==> config.mk <==
export PLATFORM = sky130hd
export DESIGN_NAME = lv3_ctrl
export DESIGN_NICKNAME = d
export VERILOG_FILES = /design/src/lv3_pkg.sv /design/src/lv3_ctrl.sv
export SDC_FILE = /design/constraint.sdc
export NUM_CORES = 1
export LEC_CHECK = 0
export BUFFER_PORTS_ARGS = -buffer_cell sky130_fd_sc_hd__buf_2
export CAP_MARGIN = 15
export CORE_AREA = 2 2 39 41
export DETAILED_ROUTE_END_ITERATION = 6
export DIE_AREA = 0 0 41 43
export GPL_TIMING_DRIVEN = 0
export HOLD_SLACK_MARGIN = 0.08
export SYNTH_ARGS = -nofsm -noshare
export SYNTH_HDL_FRONTEND = slang
export SYNTH_SLANG_ARGS = --single-unit
==> constraint.sdc <==
create_clock -name i_clk -period 1.3 [get_ports i_clk]
set_input_delay 0.13 -clock i_clk [delete_from_list [all_inputs] [get_ports i_clk]]
set_output_delay 0.13 -clock i_clk [all_outputs]
set_load 0.01 [all_outputs]
==> src/lv3_pkg.sv <==
// Package for the 3x3 local variance filter: widths, codes, controller states
// and the command/status structures that join the controller and the datapath.
// No dependencies.
package lv3_pkg;

    // Field widths.
    localparam int PIX_W    = 8;
    localparam int COORD_W  = 10;
    localparam int SIZE_W   = 11;
    localparam int VAR_W    = 22;
    localparam int S1_W     = 12;
    localparam int S2_W     = 20;
    localparam int PROD_W   = 23;
    localparam int NSQ_W    = 7;
    localparam int DIVD_W   = PROD_W + 8;
    localparam int M_DATA_W = 48;

    // The divider produces one quotient bit per cycle.
    localparam int DIV_STEPS = DIVD_W;

    // Height limit and the largest variance a window of 8-bit pixels can give.
    localparam logic [SIZE_W-1:0] HEIGHT_CAP = 11'd1024;
    localparam logic [VAR_W-1:0]  VAR_MAX    = 22'd4161600;

    // Stream item kinds carried on tuser.
    localparam logic FUNC_PIXEL = 1'b0;
    localparam logic FUNC_DRAIN = 1'b1;

    // Configuration register indexes.
    localparam logic REG_FRAME_WIDTH  = 1'b0;
    localparam logic REG_FRAME_HEIGHT = 1'b1;

    // Controller states.
    typedef enum logic [2:0] {
        ST_IDLE,
        ST_SHIFT,
        ST_ACC,
        ST_MUL,
        ST_PREP,
        ST_DIV,
        ST_OUT
    } t_state;

    // Commands from the controller to the datapath.
    typedef struct packed {
        logic capture;
        logic shift;
        logic acc_step;
        logic mul;
        logic div_load;
        logic div_step;
        logic out_load;
        logic restart;
    } t_cmd;

    // Status from the datapath to the controller.
    typedef struct packed {
        logic drop;
        logic emit;
        logic tap_last;
        logic div_last;
        logic out_free;
    } t_status;

endpackage

==> src/lv3_ctrl.sv <==
// Controller of the 3x3 local variance filter: sequences capture, window shift,
// tap accumulation, products, division and result hand-off.
// Depends on lv3_pkg.
module lv3_ctrl (
    input  logic             i_clk,
    input  logic             i_rst_n,
    input  logic             i_s_valid,
    input  logic             i_cfg_write,
    input  lv3_pkg::t_status i_status,
    output lv3_pkg::t_cmd    o_cmd,
    output logic             o_s_ready
);

    lv3_pkg::t_state r_state;
    lv3_pkg::t_state n_state;

    // State register.
    always_ff @(posedge i_clk) begin
        if (!i_rst_n) begin
            r_state <= lv3_pkg::ST_IDLE;
        end else begin
            r_state <= n_state;
        end
    end

    // Next state and commands.
    always_comb begin
        n_state     = r_state;
        o_cmd       = '0;
        o_s_ready   = 1'b0;
        o_cmd.restart = i_cfg_write;
        unique case (r_state)
            lv3_pkg::ST_IDLE: begin
                o_s_ready = 1'b1;
                // A drain tick before the frame is complete is dropped here.
                if (i_s_valid && !i_status.drop) begin
                    o_cmd.capture = 1'b1;
                    n_state       = lv3_pkg::ST_SHIFT;
                end
            end
            lv3_pkg::ST_SHIFT: begin
                o_cmd.shift = 1'b1;
                n_state     = i_status.emit ? lv3_pkg::ST_ACC : lv3_pkg::ST_IDLE;
            end
            lv3_pkg::ST_ACC: begin
                o_cmd.acc_step = 1'b1;
                if (i_status.tap_last) begin
                    n_state = lv3_pkg::ST_MUL;
                end
            end
            lv3_pkg::ST_MUL: begin
                o_cmd.mul = 1'b1;
                n_state   = lv3_pkg::ST_PREP;
            end
            lv3_pkg::ST_PREP: begin
                o_cmd.div_load = 1'b1;
                n_state        = lv3_pkg::ST_DIV;
            end
            lv3_pkg::ST_DIV: begin
                o_cmd.div_step = 1'b1;
                if (i_status.div_last) begin
                    n_state = lv3_pkg::ST_OUT;
                end
            end
            lv3_pkg::ST_OUT: begin
                // Wait until the output register is free or being emptied.
                if (i_status.out_free) begin
                    o_cmd.out_load = 1'b1;
                    n_state        = lv3_pkg::ST_IDLE;
                end
            end
            default: begin
                n_state = lv3_pkg::ST_IDLE;
            end
        endcase
    end

endmodule

Yosys cells after proc, flatten, opt, wreduce, memory -nomap -nowiden:

Index checks and enable logic that the tools add are counted.

* bits in registers: 3
* bits of input ports: 9
* output and inout port bits: 9

* equal/unequal tests: 10
* muxes and demuxes: 16
* reduce and logical (&&, ||, !) cells: 4

Operator list (number)
* $pmux 3 s7: 1
* $mux 3: 4
* $mux 1: 10
* $eq 3x3->1 const B: 3
* $ne 2x2->1 const B: 4
* $eq 3x2->1 const B: 2
* $reduce_and 4->1: 1
* $eq 3x1->1 const B: 1
* $logic_not 3->1: 1
* $mux 2: 1
* $logic_and 1x1->1: 1
* $logic_not 1->1: 1

Logic depth before layout (Yosys ltp):

* depth after elaboration: 4
* depth in mapped cells: 4

Worst setup path after synthesis:

OpenSTA, ideal clock, no wires.

* kind: flip-flop to output port
* start point: register r_state[0]
* end point: output o_cmd[7] (netlist bit)
* arrival: 0.882 ns
* data required time: 1.170 ns
* path slack: 0.288 ns
* stages on the path, launching flop included: 3
* buffers on the path: 1
* path through: dfxtp_1 > buf_4 > nor4_1

RTL lines
* start: declaration: line lv3_ctrl.sv:14 `lv3_pkg::t_state r_state;`
* start signal: assignment: line lv3_ctrl.sv:20 `r_state <= lv3_pkg::ST_IDLE;`
* start signal: assignment: line lv3_ctrl.sv:22 `r_state <= n_state;`
* end: declaration: line lv3_ctrl.sv:10 `output lv3_pkg::t_cmd o_cmd,`

==> results.md <==
| Stage | Parameter | Value |
|:---|:---|:---|
| clock network | Clock Latency Late Sink | 0.23 ns |
| die | Horizontal extent of the die | 41 um |
| clock network | TritonCTS clock tree | built |
| routing | Final antenna-violating net count | 0 |
| critical path | Cell chain of the critical path | buf_4, nor4_1, buf_2 |
| place | Post-Place Setup Slack | 0.315 ns |
| global route | First-pass GRT wire length | 876 um |
| timing | Final min period | 1.21 ns |
| place | Weighted congestion reported at the end of routability-driven placement | 0.593 |
| clock network | Number of instances resized during post-cts repair | 0 |
| yosys | Most used DFF post-synth | dfxtp_1 |
| clock network | Inserted Clock Buffers | 3 |
| critical path | CP Max Fanout | 9 |
| critical path | Endpoint class of the critical path | output port |
| layout | Number of flip-flops in the largest register | 3 |
| global route | Pin count of the biggest net entering global routing | 11 |
| hold path | Hold Path Depth | 2 |
| timing | Setup repair after global routing missed its margin | false |
| timing | Slew Viols, Final | 0 |
| yosys | Leading cell types by count after synthesis | nor2_1, a21oi_1, buf_4, dfxtp_1, nand2b_1 |
| routing | Final wirelength | 568 um |
| layout | Share of cells above drive strength 1 | 51.0% |
| critical path | Worst EP arrival | 1.08 ns |
| yosys | Synthesized Nets | 40 |
| critical path | Number of cells on the worst reg-to-reg path | 4 |
| global route | GRT Resource Usage Total | 7.72% |
| place | Number of buffers added on ports | 16 |
| routing | Via-per-instance ratio | 3.93 |
| critical path | Class of the most critical setup path | reg2out |
| yosys | Part of the Yosys area used for sequential elements | 24.0% |
| routing | Final routed wire length divided by cell count | 8.48 um |
| global route | Vias in the first global route | 249 |
| yosys | Synthesis warning total | 0 |
| critical path | Biggest cell delay along the critical path | 0.29 ns |
| layout | Diode insertion count for antenna repair | 0 |
| layout | Synthesis-to-layout area growth | 50.5% |
| pwr | Worst vdd ir | 246 uV |
| hold path | Worst min-delay path category | in2reg |
| yosys | Combined area of all synthesized cells | 250 sq um |
| global route | Global routing usage on met1 | 7.03% |
| pwr | Power density over the cells | 849 nW/um^2 |
| yosys | Number of different library cells in the post-synthesis netlist | 19 |
| die | Total die area | 1760 sq um |
| status | Status | finished, final reports clean |
| clock network | Total number of H-tree levels | 1 |
| timing | Pin slew with the least headroom to its limit | 0.194 ns |
| routing | DRC | 0 |
| flow run | Max-capacitance violation count | 0 |
| global route | Sum of overflow across all layers after global routing | 0 |
| timing | Fin Clk Skew | 0.0000806 ns |
| yosys | Leading area contributor after synthesis | dfxtp_1 |
| routing | Number of DRC violations after detailed-routing iteration 0 | 3 |
| timing | Max-slew headroom | 87.0% |
| global route | Met2 routing resource usage after global routing | 12.5% |
| timing | Number of hold-slack violations in the final timing report | 0 |
| yosys | Avg Inst Size Synth | 8.07 sq um |
| yosys | Share of Yosys cell area claimed by the top area cell type | 24.0% |
| layout | Final core occ | 27.2% |
| yosys | Number of instances in the synthesized netlist | 31 |
| die | Effective utilization at floorplan | 18.1% |
| die | Number of rows created at floorplan | 14 |
| clock network | Number of hold-repair buffers added at the cts stage | 0 |
| yosys | FF+latch count, synth | 3 |
| global route | Initial antenna violation count | 0 |
| yosys | Post-synthesis async set-or-reset flop share | 0% |
| critical path | Critical path's slowest cell | dfxtp_1 |
| timing | Worst Hold Margin | 0.142 ns |
| critical path | Top delay family on crit path | buffers and inverters |
| die | Io pins | 18 |
| yosys | Most area-consuming cells after synthesis | dfxtp_1, buf_4, nand2b_1 |
| critical path | Buffers plus inverters on the worst setup path | 2 |
| layout | Final nets | 61 |
| layout | Registers with the most flip-flops | r_state x3 |
| global route | Gr busiest metal | met2 |
| clock network | Clk pin slew, worst setup/hold paths | 0.03 ns |
| timing | Upper clock frequency limit | 0.825 GHz |
| routing | Total number of vias | 263 |
| clock network | Setup Fix Bufs, Post-CTS | 0 |
| global route | Routing usage on met3 | 3.14% |
| clock network | Clock sink count | 3 |
| pwr | Leakage Power | 0.180 nW |
| critical path | Worst EP required | 1.17 ns |
| critical path | Critical Path Source Type | flop |
| critical path | Cell count along the critical path | 3 |
| clock network | Library cell used as clock root buffer | clkbuf_4 |
| layout | Register with the highest flop count | r_state |
| routing | First-pass detailed-route iteration total | 2 |
| yosys | Number of flops mapped to enable cells by yosys | 0 |
| timing | Period utilisation layout | 93.2% |
| yosys | Most common cell in the netlist | nor2_1 |
| timing | Final total negative setup slack | 0 ns |
| place | HPWL after detailed placement | 442 um |
| timing | Endpoints failing setup | 0 |
| timing | Worst setup slack after layout | 0.0886 ns |
| die | Die extent in y | 43 um |
| die | Area of the core | 1380 sq um |
| clock network | Number of buffers on the longest clock path | 2 |
-- routing by layer --
layer  vias up  wire (um)
met2        11        260
met5         -          0
met4         0          0
li1        147          -
met3         0         60
met1       105        247
-- final cells by class --
| cell class | instances | area, sq um |
|---|---|---|
| fillers | 168 | 1010 |
| multi-input cells | 23 | 153 |
| repair buffers | 16 | 80.1 |
| flip-flops and latches | 3 | 60.1 |
| plain buffers | 4 | 33.8 |
| clock buffers | 4 | 26.3 |
| well taps | 16 | 20.0 |
| inverters | 1 | 3.75 |
-- path summary, 6_finish.rpt --
kind | slack, ns | to | start
worst max-delay path | 0.09 | o_cmd[7] | r_state[0]
worst min-delay path | 0.14 | r_state[1] | i_rst_n
worst max register to register | 0.32 | r_state[1] | r_state[2]
worst min register to register | 0.66 | r_state[0] | r_state[1]
-- layout by cell type, fill, tap and decap left out --
cell type	instances
a211o_1	1
a21boi_2	1
a21oi_1	3
and3b_1	1
buf_2	16
buf_4	3
buf_6	1
clkbuf_1	1
clkbuf_4	3
dfxtp_1	3
inv_2	1
mux2i_1	1
nand2_1	1
nand2b_1	3
nor2_1	4
nor2b_1	1
nor3_1	2
nor3b_1	1
nor3b_4	1
nor4_1	1
o21a_1	1
o21ai_0	1
-- through the flow --
stage | total power, mW | std cells | instance area (sq um)
floorplan | 0.138 | 31 | 250
global placement | 0.163 | 63 | 350
detailed placement | 0.163 | 63 | 350
CTS | 0.331 | 67 | 377
global route | 0.343 | 67 | 377
finish | 0.320 | 67 | 377
-- power breakdown --
group          total, mW  internal, mW  switching, mW
sequential        0.0969        0.0961       0.000789
combinational     0.0646        0.0338         0.0308
clock              0.158         0.115         0.0435
-- cell families after synthesis --
family                 after synthesis  share of synthesized area [%]
buffers and inverters                5                           15.0
AND/OR/NAND/NOR                     15                           38.0
multiplexers                         1                           4.00
AO/OA/AOI/OAI                        7                           19.0
flip-flops                           3                           24.0
(Power assumes the default switching activity.)
